## config.mk

```make
export PLATFORM = sky130hd
export DESIGN_NAME = gmb_ctrl
export DESIGN_NICKNAME = d
export VERILOG_FILES = /design/src/hdl/gmb_pkg.sv /design/src/hdl/gmb_ctrl.sv
export VERILOG_INCLUDE_DIRS = /design/src /design/src/hdl
export SDC_FILE = /design/constraint.sdc
export NUM_CORES = 1
export LEC_CHECK = 0
export BUFFER_PORTS_ARGS = -buffer_cell sky130_fd_sc_hd__buf_2
export CORE_MARGIN = 10
export CORE_UTILIZATION = 35
export CTS_CLUSTER_DIAMETER = 60
export DETAILED_ROUTE_END_ITERATION = 10
export SLEW_MARGIN = 20
export SYNTH_ARGS = -nofsm -noshare
export SYNTH_HDL_FRONTEND = slang
export SYNTH_SLANG_ARGS = --single-unit
```

## constraint.sdc

```tcl
create_clock -name clk_i -period 2.1 [get_ports clk_i]
set_clock_uncertainty 0.1 [all_clocks]
set_input_delay 0.21 -clock clk_i [delete_from_list [all_inputs] [get_ports clk_i]]
set_output_delay 0.21 -clock clk_i [all_outputs]
set_load 0.1 [all_outputs]
```

## src/hdl/gaussian_mixture_background_pixel_assert.svh

```systemverilog
// Assertion macros shared by the background pixel classifier modules.
`ifndef GAUSSIAN_MIXTURE_BACKGROUND_PIXEL_ASSERT_SVH
`define GAUSSIAN_MIXTURE_BACKGROUND_PIXEL_ASSERT_SVH
`ifndef SYNTHESIS
// A property that must hold at every clock edge out of reset.
`define GMB_ASSERT(name, prop) \
  name: assert property (@(posedge clk_i) disable iff (!rst_ni) (prop)) \
    else $error("assertion failed");
// A condition that must hold in the same cycle as its trigger.
`define GMB_ASSERT_IMPL(name, ante, cons) \
  name: assert property (@(posedge clk_i) disable iff (!rst_ni) (ante) |-> (cons)) \
    else $error("assertion failed");
// A condition that must hold in the cycle after its trigger.
`define GMB_ASSERT_NEXT(name, ante, cons) \
  name: assert property (@(posedge clk_i) disable iff (!rst_ni) (ante) |=> (cons)) \
    else $error("assertion failed");
`else
`define GMB_ASSERT(name, prop)
`define GMB_ASSERT_IMPL(name, ante, cons)
`define GMB_ASSERT_NEXT(name, ante, cons)
`endif
`endif

```

## src/hdl/gmb_pkg.sv

```systemverilog
// Types, constants and helper functions of the background pixel classifier.
`timescale 1ns / 1ps
package gmb_pkg;

  // Model size.
  localparam int MODES  = 10;
  localparam int PIXELS = 65536;
  localparam int ADDR_W = 16;
  localparam int MODE_W = 4;

  // Field widths.
  localparam int MEAN_W   = 18;
  localparam int SIGMA_W  = 16;
  localparam int WEIGHT_W = 14;
  localparam int CD_W     = 7;

  // Arithmetic constants.
  localparam int AVG_WEIGHT   = 10000 / MODES;
  localparam int WEIGHT_MAX   = 16383;
  localparam int WEIGHT_DEC   = 2;
  localparam int WEIGHT_GAIN  = 2 * MODES;
  localparam int MEAN_MAX     = 131071;
  localparam int MEAN_MIN     = -131072;
  localparam int SIGMA_MAX    = 65535;
  localparam int SIGMA_STEP   = 10;
  localparam int STEP_BASE    = 5;
  localparam int SCALE_TOTAL  = 10000;
  localparam int VALUE_SCALE  = 100;
  localparam int MEAN_SPAN    = 25500;
  localparam int RESET_SIGMA  = 1000;
  localparam int RESET_CD     = 20;

  // Mean step division by 30000: floor(x / 30000) equals floor(floor(x / 16) / 1875), and
  // the reciprocal ceil(2^33 / 1875) gives the exact quotient for every x below 2^26.
  localparam int STEP_PRE_SH   = 4;
  localparam int STEP_RECIP    = 4581299;
  localparam int STEP_RECIP_SH = 33;

  // Configuration register indexes.
  localparam int CFG_IDX_W = 3;
  localparam logic [CFG_IDX_W-1:0] CFG_MATCH_LIMIT     = 3'd0;
  localparam logic [CFG_IDX_W-1:0] CFG_TIGHT_LIMIT     = 3'd1;
  localparam logic [CFG_IDX_W-1:0] CFG_SIGMA_FLOOR     = 3'd2;
  localparam logic [CFG_IDX_W-1:0] CFG_SIGMA_INIT      = 3'd3;
  localparam logic [CFG_IDX_W-1:0] CFG_WEIGHT_FLOOR    = 3'd4;
  localparam logic [CFG_IDX_W-1:0] CFG_RENORM_INTERVAL = 3'd5;
  localparam int CFG_DATA_W = 16;

  // Iterative divider geometry: the quotient always fits DIV_QW bits.
  localparam int DIV_QW    = 14;
  localparam int DIV_NW    = 28;
  localparam int DIV_DW    = 18;
  localparam int DIV_CNT_W = 4;

  typedef logic signed [MEAN_W-1:0] mean_t;
  typedef logic [SIGMA_W-1:0] sigma_t;
  typedef logic [WEIGHT_W-1:0] weight_t;

  // One memory row holds every mode of a pixel.
  typedef struct packed {
    mean_t   [MODES-1:0] mean;
    sigma_t  [MODES-1:0] sigma;
    weight_t [MODES-1:0] weight;
    logic    [CD_W-1:0]  countdown;
    logic    [MODE_W-1:0] ptr;
  } row_t;

  localparam int ROW_W = $bits(row_t);

  typedef enum logic [1:0] {
    DIV_DIST,
    DIV_SCALE
  } div_sel_e;

  // Commands from the controller to the datapath.
  typedef struct packed {
    logic              accept;
    logic              load;
    logic              scan_mul;
    logic              div_start;
    div_sel_e          div_sel;
    logic              d_latch;
    logic              mul2;
    logic              step_latch;
    logic              update;
    logic              rotate;
    logic              replace;
    logic              floor_acc;
    logic              scale_write;
    logic              swap_rot;
    logic              ram_we;
    logic              clear_we;
    logic [ADDR_W-1:0] clear_addr;
    logic              out_load;
  } cmd_t;

  // Status from the datapath to the controller.
  typedef struct packed {
    logic match;
    logic pos_last;
    logic pos_zero;
    logic pos_at_start;
    logic head_free;
    logic renorm;
    logic sum_zero;
    logic div_done;
    logic div_busy;
    logic out_free;
  } sts_t;

  // A sigma register of zero acts as one.
  function automatic sigma_t at_least_one(input sigma_t v);
    return (v == '0) ? sigma_t'(1) : v;
  endfunction

  // Contents of a pixel row after reset.
  function automatic row_t reset_row();
    row_t r;
    for (int k = 0; k < MODES; k++) begin
      r.mean[k]   = MEAN_W'(MEAN_SPAN * k / MODES);
      r.sigma[k]  = SIGMA_W'(RESET_SIGMA);
      r.weight[k] = WEIGHT_W'(AVG_WEIGHT);
    end
    r.countdown = CD_W'(RESET_CD);
    r.ptr       = '0;
    return r;
  endfunction

endpackage

```

## src/hdl/gmb_ctrl.sv

```systemverilog
// Controller: sequences memory clearing, mode scan, update, replacement and renormalization.
`timescale 1ns / 1ps
`include "gaussian_mixture_background_pixel_assert.svh"
module gmb_ctrl (
  input  logic          clk_i,
  input  logic          rst_ni,
  input  logic          in_valid_i,
  output logic          in_ready_o,
  input  gmb_pkg::sts_t sts_i,
  output gmb_pkg::cmd_t cmd_o
);
  import gmb_pkg::*;

  localparam logic [4:0] S_CLEAR      = 5'd0;
  localparam logic [4:0] S_IDLE       = 5'd1;
  localparam logic [4:0] S_LOAD       = 5'd2;
  localparam logic [4:0] S_SCAN_MUL   = 5'd3;
  localparam logic [4:0] S_SCAN_CMP   = 5'd4;
  localparam logic [4:0] S_DIV1       = 5'd5;
  localparam logic [4:0] S_MUL2       = 5'd6;
  localparam logic [4:0] S_STEP       = 5'd7;
  localparam logic [4:0] S_UPDATE     = 5'd8;
  localparam logic [4:0] S_ALIGN      = 5'd9;
  localparam logic [4:0] S_SEEK       = 5'd10;
  localparam logic [4:0] S_ROT_BACK   = 5'd11;
  localparam logic [4:0] S_FLOOR      = 5'd12;
  localparam logic [4:0] S_SCALE_CHK  = 5'd13;
  localparam logic [4:0] S_SCALE_DIV  = 5'd14;
  localparam logic [4:0] S_SCALE_WAIT = 5'd15;
  localparam logic [4:0] S_SWAP       = 5'd16;
  localparam logic [4:0] S_WRITE      = 5'd17;
  localparam logic [4:0] S_OUT        = 5'd18;

  logic [4:0]        state_q, state_d;
  logic [MODE_W-1:0] cnt_q, cnt_d;
  logic [ADDR_W-1:0] clr_q, clr_d;

  // Next state and command decode.
  always_comb begin
    state_d        = state_q;
    cnt_d          = cnt_q;
    clr_d          = clr_q;
    cmd_o          = '0;
    cmd_o.div_sel  = DIV_DIST;
    cmd_o.clear_addr = clr_q;
    in_ready_o     = 1'b0;
    case (state_q)
      S_CLEAR: begin
        cmd_o.clear_we = 1'b1;
        clr_d = clr_q + 1'b1;
        if (clr_q == ADDR_W'(PIXELS - 1)) begin
          state_d = S_IDLE;
        end
      end
      S_IDLE: begin
        in_ready_o   = 1'b1;
        cmd_o.accept = in_valid_i;
        if (in_valid_i) begin
          state_d = S_LOAD;
        end
      end
      S_LOAD: begin
        cmd_o.load = 1'b1;
        state_d    = S_SCAN_MUL;
      end
      S_SCAN_MUL: begin
        cmd_o.scan_mul = 1'b1;
        state_d        = S_SCAN_CMP;
      end
      S_SCAN_CMP: begin
        if (sts_i.match) begin
          cmd_o.div_start = 1'b1;
          cmd_o.div_sel   = DIV_DIST;
          state_d         = S_DIV1;
        end else begin
          cmd_o.rotate = 1'b1;
          state_d      = sts_i.pos_last ? S_ALIGN : S_SCAN_MUL;
        end
      end
      S_DIV1: begin
        cmd_o.div_sel = DIV_DIST;
        if (sts_i.div_done) begin
          cmd_o.d_latch = 1'b1;
          state_d       = S_MUL2;
        end
      end
      S_MUL2: begin
        cmd_o.mul2 = 1'b1;
        state_d    = S_STEP;
      end
      S_STEP: begin
        cmd_o.step_latch = 1'b1;
        state_d          = S_UPDATE;
      end
      S_UPDATE: begin
        cmd_o.update = 1'b1;
        state_d      = S_ROT_BACK;
      end
      S_ALIGN: begin
        cnt_d = '0;
        if (sts_i.pos_at_start) begin
          state_d = S_SEEK;
        end else begin
          cmd_o.rotate = 1'b1;
        end
      end
      S_SEEK: begin
        if (sts_i.head_free) begin
          cmd_o.replace = 1'b1;
          state_d       = S_ROT_BACK;
        end else if (cnt_q == MODE_W'(MODES - 1)) begin
          state_d = S_ROT_BACK;
        end else begin
          cmd_o.rotate = 1'b1;
          cnt_d        = cnt_q + 1'b1;
        end
      end
      S_ROT_BACK: begin
        if (sts_i.pos_zero) begin
          state_d = sts_i.renorm ? S_FLOOR : S_WRITE;
        end else begin
          cmd_o.rotate = 1'b1;
        end
      end
      S_FLOOR: begin
        cmd_o.floor_acc = 1'b1;
        if (sts_i.pos_last) begin
          state_d = S_SCALE_CHK;
        end
      end
      S_SCALE_CHK: begin
        state_d = sts_i.sum_zero ? S_SWAP : S_SCALE_DIV;
      end
      S_SCALE_DIV: begin
        cmd_o.div_start = 1'b1;
        cmd_o.div_sel   = DIV_SCALE;
        state_d         = S_SCALE_WAIT;
      end
      S_SCALE_WAIT: begin
        cmd_o.div_sel = DIV_SCALE;
        if (sts_i.div_done) begin
          cmd_o.scale_write = 1'b1;
          state_d = sts_i.pos_last ? S_SWAP : S_SCALE_DIV;
        end
      end
      S_SWAP: begin
        if (sts_i.pos_last) begin
          cmd_o.rotate = 1'b1;
          state_d      = S_WRITE;
        end else begin
          cmd_o.swap_rot = 1'b1;
        end
      end
      S_WRITE: begin
        cmd_o.ram_we = 1'b1;
        state_d      = S_OUT;
      end
      S_OUT: begin
        if (sts_i.out_free) begin
          cmd_o.out_load = 1'b1;
          state_d        = S_IDLE;
        end
      end
      default: begin
        state_d = S_IDLE;
      end
    endcase
  end

  // State registers.
  always_ff @(posedge clk_i or negedge rst_ni) begin
    if (!rst_ni) begin
      state_q <= S_CLEAR;
      cnt_q   <= '0;
      clr_q   <= '0;
    end else begin
      state_q <= state_d;
      cnt_q   <= cnt_d;
      clr_q   <= clr_d;
    end
  end

  `GMB_ASSERT_NEXT(a_accept_load, in_valid_i && in_ready_o, state_q == S_LOAD)
  `GMB_ASSERT_IMPL(a_div_free, cmd_o.div_start, !sts_i.div_busy)
  `GMB_ASSERT_NEXT(a_write_out, state_q == S_WRITE, state_q == S_OUT)

endmodule
```

### After elaboration in Yosys (flattened, before gate mapping)

Index checks and enable logic that the tools add are counted.
W data, S select, Z words.

| storage, ports and cells | value |
|---|---|
| bits of input ports | 13 |
| latch bits | 0 |
| bits in registers | 25 |
| output and inout port bits | 35 |
| bits in read-only memories | 0 |
| word-level logic and storage cells | 91 |
| RAM bits | 0 |
| memories | 0 |

| operators by class | value |
|---|---|
| muxes and demuxes | 49 |
| reductions and logical operators | 5 |
| bitwise gates (word level) | 0 |
| eq/ne operators | 32 |
| multiply operators | 0 |
| shift operators | 0 |
| order comparisons | 0 |
| add/subtract/negate cells | 2 |
| div/mod/pow operators | 0 |

Operators with widths:

| cell | number |
|---|---|
| $pmux W5 S19 | 1 |
| $mux W5 | 14 |
| $eq A5 B4 Y1 const B | 8 |
| $mux W1 | 25 |
| $ne A2 B2 Y1 const B | 11 |
| $eq A5 B3 Y1 const B | 4 |
| $add A16 B1 Y16 const B | 1 |
| $eq A16 B16 Y1 const B | 1 |
| $mux W4 | 4 |
| $eq A5 B5 Y1 const B | 3 |
| $eq A5 B2 Y1 const B | 2 |
| $reduce_and A10 Y1 | 1 |
| $pmux W4 S2 | 1 |
| $eq A5 B1 Y1 const B | 1 |
| $logic_not A5 Y1 | 1 |
| $pmux W1 S5 | 1 |
| $add A4 B1 Y4 const B | 1 |
| $eq A4 B4 Y1 const B | 1 |
| $pmux W2 S2 | 1 |
| $mux W3 | 1 |
| $ne A3 B3 Y1 const B | 1 |
| $reduce_and A3 Y1 | 1 |
| $pmux W1 S2 | 1 |
| $reduce_bool A2 Y1 | 1 |
| $reduce_or A2 Y1 | 1 |

### Logic depth before layout (Yosys ltp)

| logic depth | value |
|---|---|
| depth after elaboration | 4 |
| gate-level depth with buffers | 7 |
| depth with buffers taken out | 7 |

### Least setup slack after synthesis

OpenSTA, ideal clock, no wires.

| timing path | value |
|---|---|
| path type | reg-to-output |
| start point | register state_q[3] |
| end point | output cmd_o[33] (netlist name) |
| path slack | -2.289 ns |
| stages on the path, launching flop included | 5 |
| arrival time | 4.079 ns |
| path buffers | 1 |
| data required time | 1.790 ns |
| path through | dfrtp_1 clkbuf_8 or3b_2 nor3_1 and2_1 |

RTL lines:

| item | line | source |
|---|---|---|
| from (decl) | gmb_ctrl.sv:34 | `logic [4:0] state_q, state_d;` |
| from (signal assigned) | gmb_ctrl.sv:177 | `state_q <= state_d;` |
| to (decl) | gmb_ctrl.sv:10 | `output gmb_pkg::cmd_t cmd_o` |

==> impl_metrics.toml <==
[worst_setup_path]
reg2reg_setup_slack_ns = -0.07
r2r_start = "state_q[4]"
start_kind = "flop"
critPathArrivalTime_ns = 1.86
critPathKind = "flop to output pin"
worst-endpoint-required_ns = 1.79
worst-r2r-cell-count = 6
rr_endpoint = "state_q[2]"
end_kind = "output pin"
path_max_fanout = 4

[timing]
maxSlewViolCount = 0
period_minus_slack_ns = 2.17
hold_violations = 0
rsz0062_at_grt = "yes"
maxClockFrequency_ghz = 0.462
slew_headroom_pct = 63.4
tightest_slew_ns = 0.548
final.setup.worst_slack_ns = -0.0663
fin_crit_sh_pct = 103
setup_violations = 7

[min_path]
hold_class = "primary input to flop"
min-delay-start = "sts_i[0]"
min_path_cells = 4
hold_end = "state_q[4]"

[clocking]
clockBufferDepth = 2
cts_tree = "done"
cts-buffers-inserted = 3
root_buffer = "clkbuf_8"
clk_latency_ns = 0.26
clk_pin_slew_worst_paths_ns = 0.09
cts-htree-levels = 1
cts_sinks = 25

[synth]
syn_nets = 212
netlist_area_mm2 = 0.00180
synth_edf_count = 0
synth.top_cell.area_share_pct = 34.7
postSynthAreaPerCell_um2 = 9.20
yosys_warnings = 0
yosysSeqAreaShare_pct = 34.7
yosysTopAreaCell = "dfrtp_1"
netlist_instances = 196
synthFlopType = "dfrtp_1"
ys_ff_latch = 25
ys_async_sr_fraction_pct = 100
ys_types = 52
synth_area_leaders = "dfrtp_1 35%, clkbuf_8 6.1%, xnor2_1 5.3%"

[global_routing]
antenna_found_initial = 0
grt_pass1_vias = 1796
grt_overflow_total = 0
grt.total_usage_pct = 12.6
grt_pass1_wl_mm = 8.99
grt_max_degree = 26

[detailed_routing]
wl_per_cell_um = 15.5
drtPass1Iterations = 4
antenna_left = 0
drc = 0
vias_per_cell = 5.06
drt_wl_total_mm = 5.46
drtIter0Drc = 126
vias = 1786

[final_layout]
drive_gt1_share_pct = 58.3
n_antenna_cell = 0
nNetsFinal = 300
fillers = 396
synthToLayoutAreaGrowth_pct = 65.6
fin_util_pct = 59.2

[floorplan]
start_util_pct = 35.8
chipWidth_um = 91.8
row_count = 26
dieArea_mm2 = 0.00842
die_h_um = 91.8
num_io_pins = 48
design.core.area_mm2 = 0.00504

[status]
outcome = "finished with violations"
violations = "setup timing"

[place]
gp_congestion = 0.854
hpwlAfterDp_mm = 3.91
place.port_buffers = 45

[flow_run]
drv_cap = 0

[power_and_ir_drop]
leakage_nw = 1.30
cellPowerDensity_mw_per_mm2 = 1520
ir_worst_vdd_v = 0.000912
power_mw = 4.55
-- worst max-delay path, cell delays in order, from the launching register on --
cell and delay (ns):
dfrtp_2 0.43, buf_4 0.14, or3b_4 0.39, buf_6 0.14
nor3_4 0.14, and2_4 0.18, buf_12 0.16
-- flip-flops by register name (all words and copies together) (netlist names) --
name / flops
state_q: 5
clr_q: 16
cnt_q: 4
-- cell type report --
class                           count  area, um^2  share of cell area, %
Multi-Input combinational cell    154        1250                   41.9
Timing Repair Buffer               95         930                   31.1
Sequential cell                    25         649                   21.8
Tap cell                           70        87.6                   2.93
Clock buffer                        4        45.0                   1.51
Inverter                            5        22.5                  0.754
-- cell usage in the layout, fill, tap and decap left out, types with 2 or more instances in the layout --
master and count:
and4_1 3, and4b_1 2, a21boi_0 2, xnor2_1 11, inv_1 4, buf_2 27
nand2_2 2, nand3b_1 3, nand2_1 18, dfrtp_1 6, nor3_4 4, and3_1 2
clkbuf_8 3, xor2_1 5, nand2b_1 2, a21oi_1 3, mux2_2 2, ha_1 3
nor4_4 3, o21ai_0 8, nor2_4 7, o211ai_1 3, buf_4 35, nor2_2 5
or2b_2 2, dfrtp_2 19, buf_6 13, nand4_1 4, mux2_4 4, nand2b_4 2
buf_12 18, or3b_4 2, nor4_1 2, nand3_1 8, nor2_1 11
-- routing by layer --
| metal | up-vias | wire length, um | global-route usage [%] |
|---|---|---|---|
| met1 | 830 | 2410 | 15.8 |
| li1 | 872 | - | - |
| met2 | 72 | 2650 | 21.6 |
| met3 | 12 | 289 | 1.79 |
| met4 | 0 | 115 | 4.63 |
| met5 | - | 0 | 0 |
-- cells in the mapped netlist, drive strengths merged (2+ instances only) --
cell type,n
xor2,5
o211ai,3
and2,2
nor3,6
o21ai,8
buf,4
or3b,3
or2b,3
xnor2,11
and4b,2
inv,5
dfrtp,25
and3,3
a21boi,2
nor3b,2
a21oi,3
clkbuf,8
ha,3
nor2,23
nand3,8
nand2,20
nor4,5
mux2,6
and4,3
nor2b,2
nand4,4
nand3b,4
nand2b,4
-- power breakdown --
group          leakage (nW)  internal [mW]  total, mW  switching (mW)
combinational         0.970           1.50       3.51            2.00
sequential            0.306          0.602      0.756           0.155
clock                0.0228          0.136      0.285           0.149
total                  1.30           2.24       4.55            2.31
-- logic make-up after synthesis --
group / Yosys count / share of synthesized area (%)
buffers and inverters: 17 / 9.02
other: 1 / 0.208
adder cells (fa/ha/maj): 3 / 2.08
XOR/XNOR: 16 / 7.77
AO/OA/AOI/OAI: 30 / 11.7
multiplexers: 7 / 4.30
AND/OR/NAND/NOR: 97 / 30.3
flip-flops: 25 / 34.7
-- timing repair --
item,in CTS,in global routing
hold endpoints to repair,25,0
hold buffers,1,0
gates resized for setup,22,23
setup buffers,14,6
endpoints found under the setup margin,10,22
pin swaps,6,11
-- per-stage QoR --
stage / TNS [ns] / cells / cell area (um^2) / hold slack, ns / setup WS [ns]
after detailed placement: -0.334 / 328 / 2600 / 0.128 / -0.0884
final: -0.371 / 353 / 2990 / 0.234 / -0.0663
after global routing: -0.846 / 353 / 2990 / 0.244 / -0.137
after floorplan: -2.18 / 196 / 1950 / -0.186 / -0.459
after global placement: -0.164 / 328 / 2600 / 0.127 / -0.0431
after CTS: -0.557 / 347 / 2850 / 0.170 / -0.0941
-- how the worst max path moves through the flow --
stage | startpoint | end | slack [ns] | cells after the start
after floorplan | state_q[3] | cmd_o[33] | -0.46 | 4
after global placement | state_q[4] | state_q[0] | -0.04 | 5
after detailed placement | state_q[4] | state_q[2] | -0.09 | 5
after CTS | state_q[3] | state_q[2] | -0.09 | 6
after global routing | state_q[4] | state_q[2] | -0.14 | 6
final | state_q[0] | cmd_o[33] | -0.07 | 6
Power figures use the tool's default switching activity.
